===== src/hdl/gbd_pkg.sv =====
// Package for the binary GNSS packet deframer.
// Holds frame constants, end status codes and the parser result type.
// No dependencies.
package gbd_pkg;

    // Frame limits
    localparam int unsigned MAX_FRAME_BYTES_DEF = 255;
    localparam int unsigned PAYLOAD_OFFSET      = 6;
    localparam int unsigned MIN_LENGTH          = 9;

    // Framing bytes
    localparam logic [7:0] PRE_FIRST  = 8'h04;
    localparam logic [7:0] PRE_SECOND = 8'h24;
    localparam logic [7:0] END_FIRST  = 8'h0D;
    localparam logic [7:0] END_SECOND = 8'h0A;
    localparam logic [7:0] BYTE_MAX   = 8'hFF;

    // Frame positions (0 means hunting for the preamble)
    localparam logic [8:0] POS_HUNT   = 9'd0;
    localparam logic [8:0] POS_LEN_LO = 9'd2;
    localparam logic [8:0] POS_LEN_HI = 9'd3;
    localparam logic [8:0] POS_CMD_LO = 9'd4;
    localparam logic [8:0] POS_CMD_HI = 9'd5;
    localparam logic [9:0] POS_LIMIT  = 10'd511;

    // End status codes
    localparam logic [1:0] ST_OK     = 2'd0;
    localparam logic [1:0] ST_CSUM   = 2'd1;
    localparam logic [1:0] ST_OVFL   = 2'd2;
    localparam logic [1:0] ST_BADLEN = 2'd3;

    // One result item
    typedef struct packed {
        logic [7:0]  payload_byte;
        logic        payload_strobe;
        logic [7:0]  payload_index;
        logic        frame_end;
        logic [1:0]  end_status;
        logic [15:0] frame_command;
        logic [7:0]  payload_length;
    } t_result;

endpackage


===== src/hdl/gbd_parser.sv =====
// Frame parser: holds the deframer state and computes one result per byte.
// Depends on gbd_pkg.
module gbd_parser #(
    parameter int unsigned MAX_FRAME_BYTES = gbd_pkg::MAX_FRAME_BYTES_DEF
) (
    input  logic             i_clk,
    input  logic             i_rst_n,
    input  logic             i_step,
    input  logic [7:0]       i_byte,
    output gbd_pkg::t_result o_result
);
    import gbd_pkg::*;

    localparam logic [16:0] LP_MAX = 17'(MAX_FRAME_BYTES);

    logic [7:0]  r_prev,  n_prev;
    logic [8:0]  r_pos,   n_pos;
    logic [7:0]  r_len_lo, n_len_lo;
    logic [7:0]  r_decl,  n_decl;
    logic [15:0] r_cmd,   n_cmd;
    logic [7:0]  r_par,   n_par;
    logic [7:0]  r_chk,   n_chk;

    logic [15:0] total;
    logic [15:0] pl;
    logic [9:0]  pay_end;
    logic [9:0]  np;
    logic        ended;
    logic [1:0]  status;
    logic        strobe;
    logic [7:0]  pbyte;
    logic [7:0]  pidx;
    logic [9:0]  pidx_full;

    assign total     = {i_byte, r_len_lo};
    assign pl        = total - 16'(MIN_LENGTH);
    assign pay_end   = 10'(PAYLOAD_OFFSET) + {2'b00, r_decl};
    assign np        = {1'b0, r_pos} + 10'd1;
    assign pidx_full = {1'b0, r_pos} - 10'(PAYLOAD_OFFSET);

    // Next state and result for the byte at hand
    always_comb begin
        n_prev   = i_byte;
        n_pos    = r_pos;
        n_len_lo = r_len_lo;
        n_decl   = r_decl;
        n_cmd    = r_cmd;
        n_par    = r_par;
        n_chk    = r_chk;
        ended    = 1'b0;
        status   = ST_OK;
        strobe   = 1'b0;
        pbyte    = 8'd0;
        pidx     = 8'd0;
        if (r_pos == POS_HUNT) begin
            if (i_byte == PRE_SECOND && r_prev == PRE_FIRST) begin
                n_pos    = POS_LEN_LO;
                n_len_lo = 8'd0;
                n_decl   = 8'd0;
                n_cmd    = 16'd0;
                n_par    = 8'd0;
                n_chk    = 8'd0;
            end
        end else begin
            priority if (r_pos == POS_LEN_LO) begin
                n_len_lo = i_byte;
                n_par    = r_par ^ i_byte;
            end else if (r_pos == POS_LEN_HI) begin
                n_par = r_par ^ i_byte;
                if (total < 16'(MIN_LENGTH)) begin
                    n_decl = 8'd0;
                    ended  = 1'b1;
                    status = ST_BADLEN;
                end else begin
                    n_decl = (pl > 16'(BYTE_MAX)) ? BYTE_MAX : pl[7:0];
                end
            end else if (r_pos == POS_CMD_LO) begin
                n_cmd = {r_cmd[15:8], i_byte};
                n_par = r_par ^ i_byte;
            end else if (r_pos == POS_CMD_HI) begin
                n_cmd = {i_byte, r_cmd[7:0]};
                n_par = r_par ^ i_byte;
            end else if ({1'b0, r_pos} < pay_end) begin
                strobe = 1'b1;
                pbyte  = i_byte;
                pidx   = pidx_full[7:0];
                n_par  = r_par ^ i_byte;
            end else if ({1'b0, r_pos} == pay_end) begin
                n_chk = i_byte;
            end else if (i_byte == END_SECOND && r_prev == END_FIRST) begin
                ended  = 1'b1;
                status = (r_chk == r_par) ? ST_OK : ST_CSUM;
            end else begin
                n_chk = r_chk;
            end

            // Advance position, return to hunting at a frame end, or abort on overflow
            if (ended) begin
                n_pos = POS_HUNT;
            end else if ({7'd0, np} > LP_MAX || np > POS_LIMIT) begin
                ended  = 1'b1;
                status = ST_OVFL;
                n_pos  = POS_HUNT;
            end else begin
                n_pos = np[8:0];
            end
        end
    end

    assign o_result.payload_byte   = pbyte;
    assign o_result.payload_strobe = strobe;
    assign o_result.payload_index  = pidx;
    assign o_result.frame_end      = ended;
    assign o_result.end_status     = status;
    assign o_result.frame_command  = n_cmd;
    assign o_result.payload_length = n_decl;

    // State registers, updated once per byte transfer
    always_ff @(posedge i_clk) begin
        if (!i_rst_n) begin
            r_prev   <= 8'd0;
            r_pos    <= POS_HUNT;
            r_len_lo <= 8'd0;
            r_decl   <= 8'd0;
            r_cmd    <= 16'd0;
            r_par    <= 8'd0;
            r_chk    <= 8'd0;
        end else if (i_step) begin
            r_prev   <= n_prev;
            r_pos    <= n_pos;
            r_len_lo <= n_len_lo;
            r_decl   <= n_decl;
            r_cmd    <= n_cmd;
            r_par    <= n_par;
            r_chk    <= n_chk;
        end
    end

endmodule


===== src/hdl/binary_gnss_packet_deframer_unit.sv =====
// Top level of the binary GNSS packet deframer: input register, parser, result register.
// Depends on gbd_pkg and gbd_parser.
//
//   channel | direction | handshake                  | payload
//   in      | in        | i_in_valid / o_in_stall    | i_rx_byte
//   out     | out       | o_out_valid / i_out_stall  | o_payload_byte .. o_payload_length
//
// One byte per cycle sustained while the output is not stalled; a byte's result is registered
// as it leaves the input register. The running XOR and position counter are computed between
// the input and result registers. Synchronous active-low reset returns the parser to preamble
// hunting. While the result is stalled, one further byte is held in the input register.
module binary_gnss_packet_deframer_unit #(
    parameter int unsigned MAX_FRAME_BYTES = gbd_pkg::MAX_FRAME_BYTES_DEF
) (
    input  logic        i_clk,
    input  logic        i_rst_n,
    input  logic        i_in_valid,
    output logic        o_in_stall,
    input  logic [7:0]  i_rx_byte,
    output logic        o_out_valid,
    input  logic        i_out_stall,
    output logic [7:0]  o_payload_byte,
    output logic        o_payload_strobe,
    output logic [7:0]  o_payload_index,
    output logic        o_frame_end,
    output logic [1:0]  o_end_status,
    output logic [15:0] o_frame_command,
    output logic [7:0]  o_payload_length
);
    import gbd_pkg::*;

    logic    r_in_valid;
    logic [7:0] r_in_byte;
    logic    r_out_valid;
    t_result r_out;
    t_result result;
    logic    step;

    // Move the held byte through the parser when the result slot is free
    assign step       = r_in_valid && (!r_out_valid || !i_out_stall);
    assign o_in_stall = r_in_valid && !step;

    // Input register
    always_ff @(posedge i_clk) begin
        if (!i_rst_n) begin
            r_in_valid <= 1'b0;
        end else if (!o_in_stall) begin
            r_in_valid <= i_in_valid;
        end
    end

    always_ff @(posedge i_clk) begin
        if (!o_in_stall && i_in_valid) begin
            r_in_byte <= i_rx_byte;
        end
    end

    gbd_parser #(
        .MAX_FRAME_BYTES(MAX_FRAME_BYTES)
    ) u_parser (
        .i_clk   (i_clk),
        .i_rst_n (i_rst_n),
        .i_step  (step),
        .i_byte  (r_in_byte),
        .o_result(result)
    );

    // Result register
    always_ff @(posedge i_clk) begin
        if (!i_rst_n) begin
            r_out_valid <= 1'b0;
        end else if (step) begin
            r_out_valid <= 1'b1;
        end else if (!i_out_stall) begin
            r_out_valid <= 1'b0;
        end
    end

    always_ff @(posedge i_clk) begin
        if (step) begin
            r_out <= result;
        end
    end

    assign o_out_valid      = r_out_valid;
    assign o_payload_byte   = r_out.payload_byte;
    assign o_payload_strobe = r_out.payload_strobe;
    assign o_payload_index  = r_out.payload_index;
    assign o_frame_end      = r_out.frame_end;
    assign o_end_status     = r_out.end_status;
    assign o_frame_command  = r_out.frame_command;
    assign o_payload_length = r_out.payload_length;

    // A payload byte can only end its frame by overflow
    a_strobe_end: assert property (@(posedge i_clk) disable iff (!i_rst_n)
        o_out_valid && o_payload_strobe && o_frame_end |-> o_end_status == ST_OVFL)
        else $error("payload byte ended frame with non-overflow status");

    // Non-payload results carry zero byte and index
    a_no_strobe: assert property (@(posedge i_clk) disable iff (!i_rst_n)
        o_out_valid && !o_payload_strobe |-> o_payload_byte == 8'd0 && o_payload_index == 8'd0)
        else $error("payload fields set without strobe");

    // A bad length reports zero payload length
    a_badlen: assert property (@(posedge i_clk) disable iff (!i_rst_n)
        o_out_valid && o_frame_end && o_end_status == ST_BADLEN |-> o_payload_length == 8'd0)
        else $error("bad length with nonzero payload length");

    // Stall only while a byte is held
    a_stall_held: assert property (@(posedge i_clk) disable iff (!i_rst_n)
        o_in_stall |-> r_in_valid && r_out_valid)
        else $error("input stalled with free pipeline");

endmodule

===== config.mk =====
export PLATFORM = sky130hd
export DESIGN_NAME = binary_gnss_packet_deframer_unit
export DESIGN_NICKNAME = d
export VERILOG_FILES = /design/src/hdl/gbd_pkg.sv /design/src/hdl/gbd_parser.sv /design/src/hdl/binary_gnss_packet_deframer_unit.sv
export SDC_FILE = /design/constraint.sdc
export NUM_CORES = 1
export LEC_CHECK = 0
export BUFFER_PORTS_ARGS = -buffer_cell sky130_fd_sc_hd__buf_2
export CORE_MARGIN = 10
export CORE_UTILIZATION = 50
export CTS_BUF_LIST = sky130_fd_sc_hd__clkbuf_16
export DETAILED_ROUTE_END_ITERATION = 7
export PLACE_DENSITY = 0.66
export SYNTH_ARGS = -nofsm -noshare
export SYNTH_HDL_FRONTEND = slang
export SYNTH_HIERARCHICAL = 1
export SYNTH_SLANG_ARGS = --single-unit

===== constraint.sdc =====
create_clock -name i_clk -period 21.7 [get_ports i_clk]
set_input_delay 6.51 -clock i_clk [delete_from_list [all_inputs] [get_ports i_clk]]
set_output_delay 6.51 -clock i_clk [all_outputs]
set_load 0.01 [all_outputs]

# ---- After elaboration in Yosys (flattened, before gate mapping)
# Cells that the tools add are included.
dict set report totals {
  register_bits 119
}
dict set report classes {
  magnitude_cmp 5
  n_bitwise 2
  n_eq_ne 17
  add_sub_neg 4
  muxes 57
  reduce_logical 21
}
# operator n
set op_table {}
lappend op_table {{$mux W8} 22}
lappend op_table {{$mux W16} 6}
lappend op_table {{$mux W9} 4}
lappend op_table {{$mux W2} 10}
lappend op_table {{$eq A9 B2 Y1 const B} 2}
lappend op_table {{$eq A9 B3 Y1 const B} 2}
lappend op_table {{$eq A8 B4 Y1 const B} 2}
lappend op_table {{$gt A16 B8 Y1 const B} 1}
lappend op_table {{$lt A16 B4 Y1 const B} 1}
lappend op_table {{$sub A16 B4 Y16 const B} 1}
lappend op_table {{$mux W1} 15}
lappend op_table {{$ne A2 B1 Y1 const B} 6}
lappend op_table {{$add A9 B1 Y10 const B} 1}
lappend op_table {{$gt A10 B8 Y1 const B} 1}
lappend op_table {{$gt A10 B9 Y1 const B} 1}
lappend op_table {{$add A3 B8 Y9 const A} 1}
lappend op_table {{$eq A9 B9 Y1} 1}
lappend op_table {{$logic_not A9 Y1} 1}
lappend op_table {{$lt A9 B9 Y1} 1}
lappend op_table {{$eq A8 B3 Y1 const B} 1}
lappend op_table {{$eq A8 B6 Y1 const B} 1}
lappend op_table {{$eq A8 B8 Y1} 1}
lappend op_table {{$reduce_and A8 Y1} 1}
lappend op_table {{$sub A8 B3 Y8 const B} 1}
lappend op_table {{12 further kinds} 22}

# ---- Depth between registers and ports, before layout
# Gate-level depths: netlist of the first run.
dict set report logic_depth {
  ltp_word 12
  ltp_mapped 13
  ltp_nobuf 11
}

# ---- Cells and area by module
# Netlist of the first run, hierarchy kept.
# module n_inst cells_per_inst area_per_inst_um2
set by_module_without_submodules {}
lappend by_module_without_submodules {gbd_parser 1 497 4105.2}
lappend by_module_without_submodules {binary_gnss_packet_deframer_unit 1 60 1645.3}

# ---- Worst setup path before layout of the first run
# Ideal clock, no wire load.
dict set report synth_timing {
  path_kind {input -> output}
  start {input port i_out_stall}
  end {output port o_in_stall}
  cell_stages 1
  path_buffers 0
  arrival_time_ps 6701
  t_required_ps 15190
  path_slack_ps 8489
  path_cell_list {and3_4}
}
dict set report synth_via {
  elab_chain_len 5
}
# element line_no
set synth_lines {}
lappend synth_lines {{from (decl)} binary_gnss_packet_deframer_unit.sv:21} ;# input logic i_out_stall,
lappend synth_lines {{$logic_not A1 Y1} n/a}
lappend synth_lines {{$logic_or A1 B1 Y1} binary_gnss_packet_deframer_unit.sv:40} ;# assign step = r_in_valid && (!r_out_valid || !i_out_stall);
lappend synth_lines {{$logic_and A1 B1 Y1} binary_gnss_packet_deframer_unit.sv:40}
lappend synth_lines {{$logic_not A1 Y1} binary_gnss_packet_deframer_unit.sv:41} ;# assign o_in_stall = r_in_valid && !step;
lappend synth_lines {{$logic_and A1 B1 Y1} binary_gnss_packet_deframer_unit.sv:41}
lappend synth_lines {{to (decl)} binary_gnss_packet_deframer_unit.sv:18} ;# output logic o_in_stall,
# No other way between the ends.

# ---- Final worst setup path of the first run
# Ends and elaborated chain as after synthesis.

==> impl_results.md, run 1 <==
- Status: complete, no violations
- Final Hold Fails: 0
- Drt initial violations: approximately 420
- Clock Power Share: 0.509
- Psw: ~110 µW
- Worst Path Buf+Inv: 2
- Via Count: roughly 4400
- Most frequent cells in the layout: dfxtp_1 (67), buf_2 (57), nor2_1 (57)
- Share of cells above drive strength 1: 0.173
- PwrDens: between 70 and 80 nW/µm²
- Crit-path max FO: 3
- Gate Count Post-Synth: roughly 560
- Row count: 39
- RSZ-0062 raised after global routing: no
- Post-Route WL: approximately 13000 µm
- Die height: between 100 and 150 µm
- H-tree levels: 4
- Antenna Violating Nets Remaining: 0
- Slew Viols, Final: 0
- Global Route Usage Sum: 0.165
- Vias per cell: 5.86
- Switching share of power: 0.217
- CTS Hold Buffers Added: 0
- Seq cells post-synth: roughly 120
- Seq/Total Area, Yosys: 0.505
- CP Cell Sequence: buf_2 -> and3_4 -> buf_2
- Clk_lat worst skew: approximately 410 ps
- Total core area: about 11000 µm²
- # diodes: 0
- Worst rel slew slack: 0.168
- Root buf cell: clkbuf_16
- Max Fclk: about 74 MHz
- Total chip power: around 530 µW
- IO Count: 58
- Post-synth EDFFs: 52
- Netlist cell types: 65
- Peak supply drop: ~0.046 mV
- WP data arrival: 6980 ps
- Crit end category: output port
- Comb pwr share: 0.030
- Clock skew: ~11 ps
- Final setup vio count: 0
- Worst-path clk slew: roughly 50 ps
- Length of the first detailed-routing pass in iterations: 5
- Post-CTS Setup Inserts: 0
- CTS resizes: 0
- CP top delay family: buffers and inverters
- Hold Crit Class: reg -> reg
- Sequential Power Share: 0.461
- LEAKAGE: roughly 2.5 nW
- Syn_area_per_cell: roughly 10 µm²
- WP data required: 15190 ps
- Synthesized cell area: 5750 µm²
- Syn. warnings: 6
- Per-cell routed wire length: 17.8 µm
- Sink Count: between 100 and 150
- Largest net degree at the start of global routing: 68
- Min Tclk post-route: 13490 ps
- Synth async-reset ratio: 0
- Sum Neg Setup Slack: 0 ps
- DRC Markers: 0
- CP Class: in -> out
- Antenna violations before repair: 0
- Most common cell on crit path: buf_2
- GPL Wtd Cong: between 0.9 and 1
- Internal power: about 410 µW
- Remaining Overflow, GRT: 0
- Nets: 629
- Worst-Margin Slew: ~1200 ps
- CTS Buf Count: 17
- CTS tree: built
- Max clock buf depth: 2
- Post-synth net total: around 600
- Area Overhead vs Synth: 16.0%
- CP peak stage delay: roughly 200 ps
- Die Area: 16200 µm²
- Prevailing post-synth register cell: dfxtp_1
- First-pass GRT wire length: around 22000 µm
- Die width: approximately 130 µm
- Starting density of the core: 0.508
- Period utilization: 0.622
- Slowest CP cell: and3_4
- Startpoint Class: primary input
- HPWL after detailed placement: 9360 µm
- Commonest non-fill, non-tap cell in the layout: dfxtp_1
- PortBufs: between 50 and 60
- Maxcap violations: 0
- Number of global-route vias before repair: between 4000 and 5000
[synthesized netlist by cell type (all sizes together) (2+ instances only)]
| library cell | n | area, µm² |
|---|---|---|
| nor4b | 6 | 80.1 |
| a31oi | 4 | 25.0 |
| xnor2 | 22 | 193 |
| nor3b | 3 | 22.5 |
| nor4 | 6 | 52.6 |
| edfxtp | 52 | 1560 |
| a22oi | 7 | 52.6 |
| or3 | 2 | 12.5 |
| ha | 16 | 200 |
| o211ai | 16 | 120 |
| and2 | 13 | 81.3 |
| buf | 14 | 81.3 |
| o21ai | 21 | 109 |
| a21o | 3 | 22.5 |
| a32oi | 8 | 70.1 |
| nand3 | 23 | 120 |
| a21oi | 10 | 50.1 |
| nand2b | 4 | 25.0 |
| o21a | 5 | 45.0 |
| nor3 | 11 | 66.3 |
| mux2i | 17 | 170 |
| nor2 | 58 | 225 |
| clkbuf | 21 | 78.8 |
| a22o | 24 | 210 |
| dfxtp | 67 | 1340 |
| nand3b | 2 | 15.0 |
| or4 | 2 | 15.0 |
| nand2 | 54 | 210 |
| o22ai | 2 | 18.8 |
| o2111ai | 5 | 50.0 |
| nand4 | 8 | 50.1 |
| xor2 | 16 | 140 |
| nand4b | 3 | 26.3 |
| inv | 12 | 45.0 |
| nor2b | 6 | 37.5 |
[worst register-to-register path, stage by stage (launching register included)]
cell       delay (ps)
dfxtp_1           400
inv_1              90
ha_1              250
nor3b_1           260
xnor2_1           170
ha_1              280
nand4_1           150
a211oi_1           80
a2111oi_2        1070
nand2b_1          430
inv_2             260
and2_1            170
[routing by layer]
| metal | vias to the layer above | global-route usage | wire [µm] | part of all wire |
|---|---|---|---|---|
| li1 | 2128 | - | - | - |
| met1 | 2144 | 0.202 | 5990 | 0.44 |
| met2 | 146 | 0.270 | 6500 | 0.48 |
| met3 | 15 | 0.0476 | 821 | 0.061 |
| met4 | 0 | 0.0636 | 179 | 0.013 |
| met5 | - | 0 | 0 | 0 |
[power by group through the flow]
stage | clock network (mW) | registers [mW] | logic [mW]
2_1_floorplan | 0 | 0.247 | 0.00969
3_3_place_gp | 0 | 0.248 | 0.0158
5_1_grt | 0.283 | 0.244 | 0.0175
6_report | 0.269 | 0.244 | 0.0159
4_1_cts | 0.272 | 0.244 | 0.0162
3_5_place_dp | 0 | 0.248 | 0.0161
[path summary, 6_finish.rpt]
check | startpoint | slack, ps | cells after the start | to
hold / removal | u_parser/r_chk[1]$_SDFFE_PN0P_ | 480 | 2 | u_parser/r_chk[1]$_SDFFE_PN0P_
setup reg to reg | u_parser/r_decl[1]$_SDFFE_PN0P_ | 17940 | 11 | o_payload_byte[4]$_DFFE_PP_
hold reg to reg | u_parser/r_chk[1]$_SDFFE_PN0P_ | 480 | 2 | u_parser/r_chk[1]$_SDFFE_PN0P_
setup / recovery | i_out_stall | 8210 | 3 | o_in_stall
[area by class of cell]
class / count / area (µm²)
Inverter: 12 / 45.0
Timing Repair Buffer: 60 / 308
Clock buffer: 19 / 475
Fill cell: 945 / 4650
Multi-Input combinational cell: 391 / 2650
Clock inverter: 13 / 106
Sequential cell: 119 / 2900
Tap cell: 143 / 179
[logic make-up after synthesis]
| kind of cell | share of synthesized area |
|---|---|
| multiplexers | 0.0315 |
| adder cells (fa/ha/maj) | 0.0348 |
| XOR/XNOR | 0.0579 |
| flip-flops | 0.505 |
| AO/OA/AOI/OAI | 0.145 |
| AND/OR/NAND/NOR | 0.190 |
| buffers and inverters | 0.0357 |
[per-stage QoR]
stage / hold WS (ps) / instance area, µm² / util / instances / setup WS, ps
after floorplan: 450 / 5750 / - / 557 / 8490
after global placement: 464 / 6090 / 0.538 / 725 / 8240
after detailed placement: 469 / 6090 / 0.538 / 725 / 8210
after CTS: 478 / 6670 / 0.589 / 757 / 8210
after global routing: 493 / 6670 / 0.589 / 757 / 8190
final: 476 / 6670 / 0.589 / 757 / 8210
No activity file was read; power rests on OpenSTA's default activity.
==> inputs of run 2 (changes only) <==
clock period = 12.5 ns   (was 21.7 ns; I/O delays follow)
==> impl_results.md, run 2 (synthesized netlist as in run 1, its figures left out) <==
- Die height: 127 µm (unchanged)
- CP Cell Sequence: buf_2 -> and3_4 -> buf_2
- WP data required: 8750 ps (-6440 ps)
- Post-route setup slack: 4550 ps (-3660 ps)
- Clk_lat worst skew: 410 ps (about the same)
- Hold Crit Class: reg -> reg
- Max clock buf depth: 2 (unchanged)
- LEAKAGE: 2.54 nW (+0.19%)
- Min Tclk post-route: 7950 ps
- Maxcap violations: 0 (unchanged)
- HPWL after detailed placement: 9230 µm (-1.3%)
- Fin util: 0.591 (+0.00188)
- Status: complete, no violations
- Antenna Violating Nets Remaining: 0 (unchanged)
- Per-cell routed wire length: 17.7 µm (-0.71%)
- Clock skew: 9.19 ps (-2.10 ps)
- CP peak stage delay: 200 ps (about the same)
- Area Overhead vs Synth: 16.4%
- Global Route Usage Sum: 0.168 (+0.00262)
- Worst rel slew slack: 0.165 (-0.00295)
- Slowest CP cell: and3_4
- Remaining Overflow, GRT: 0 (unchanged)
- Length of the first detailed-routing pass in iterations: 5 (unchanged)
- Total core area: 11300 µm² (unchanged)
- Via Count: 4309 (-2.8%)
- # diodes: 0 (unchanged)
- Share of cells above drive strength 1: 0.178 (+0.00489)
- Dpl ws: 4550 ps (-3660 ps)
- Most frequent cells in the layout: dfxtp_1 (67), buf_2 (57), nor2_1 (57)
- Largest net degree at the start of global routing: 68 (unchanged)
- Commonest non-fill, non-tap cell in the layout: dfxtp_1
- Final setup vio count: 0 (unchanged)
- WP data arrival: 4200 ps (-2780 ps)
- Post-CTS Setup Inserts: 0 (unchanged)
- Sink Count: 119 (unchanged)
- Worst-Margin Slew: 1250 ps (+4.41 ps)
- RSZ-0062 raised after global routing: no
- Final std cells w/o fill: 757 (unchanged)
- Row count: 39 (unchanged)
- Inst Count DP: 725 (unchanged)
- CP Class: in -> out
- IO Count: 58 (unchanged)
- Max Fclk: 126 MHz
- Final instance area: 6690 µm² (+0.32%)
- CTS tree: built
- Crit end category: output port
- Slew Viols, Final: 0 (unchanged)
- R2r worst-path depth: 11 (unchanged)
- First-pass GRT wire length: 21900 µm (about the same)
- Crit-path max FO: 3 (unchanged)
- DRC Markers: 0 (unchanged)
- Root buf cell: clkbuf_16
- Die width: 127 µm (unchanged)
- Post-Route WL: 13400 µm (-0.71%)
- Startpoint Class: primary input
- Vias per cell: 5.69 (-2.8%)
- Starting density of the core: 0.508 (unchanged)
- Post-DP Area: 6090 µm² (unchanged)
- Antenna violations before repair: 0 (unchanged)
- CTS Buf Count: 17 (unchanged)
- Hold Path Cell Cnt: 2 (unchanged)
- Worst Hold Slack: 475 ps (-1.41 ps)
- PwrDens: 141 nW/µm² (+77%)
- Number of global-route vias before repair: 4254 (-1.5%)
- Worst-path clk slew: 60 ps (about the same)
- Drt initial violations: 334 (-20%)
- CTS Hold Buffers Added: 0 (unchanged)
- Nets: 629 (unchanged)
- Peak supply drop: 0.117 mV (+160%)
- Period utilization: 0.636
- H-tree levels: 4 (unchanged)
- CTS resizes: 0 (unchanged)
- PortBufs: 57 (unchanged)
- Die Area: 16200 µm² (unchanged)
- Final Hold Fails: 0 (unchanged)
- Most common cell on crit path: buf_2
- Sum Neg Setup Slack: 0 ps (unchanged)
- Total chip power: 941 µW (+78%)
- GPL Wtd Cong: 0.892 (-4.4%)
run 2: cell types whose count changed in the layout (fill, tap and decap cells not counted), sizes merged:
cell,delta
clkbuf,-2
inv,+1
bufinv,+2
clkinv,-1
run 2: worst paths after layout:
check | start | to | slack [ps]
hold / removal | u_parser/r_chk[2]$_SDFFE_PN0P_ | u_parser/r_chk[2]$_SDFFE_PN0P_ | 470
hold reg to reg | u_parser/r_chk[2]$_SDFFE_PN0P_ | u_parser/r_chk[2]$_SDFFE_PN0P_ | 470
setup / recovery | i_out_stall | o_in_stall | 4550
setup reg to reg | u_parser/r_decl[1]$_SDFFE_PN0P_ | o_payload_byte[6]$_DFFE_PP_ | 8730
run 2: cell type report:
cell class / instances / area [µm²]
Clock inverter: 15 / 178
Inverter: 12 / 45.0
Timing Repair Buffer: 60 / 308
Tap cell: 143 / 179
Clock buffer: 17 / 425
Sequential cell: 119 / 2900
Fill cell: 947 / 4630
Multi-Input combinational cell: 391 / 2650
run 2: power breakdown:
part           switching (mW)  internal, mW  total (mW)
Combinational          0.0179       0.00969      0.0276
Clock                   0.176         0.314       0.490
Sequential            0.00909         0.414       0.423
run 2: critical path: cells and delay by family:
| family | cells | cell delay [ps] |
|---|---|---|
| buffers and inverters | 2 | 260 |
| and+or+nand+nor | 1 | 200 |
run 2: routing by layer:
layer  global-route usage  share of wire  vias to the layer above
li1                     -              -                     2121
met1                0.207           0.45                     2058
met3               0.0525          0.051                       15
met2                0.267           0.48                      115
met5                    0              0                        -
met4               0.0703          0.018                        0
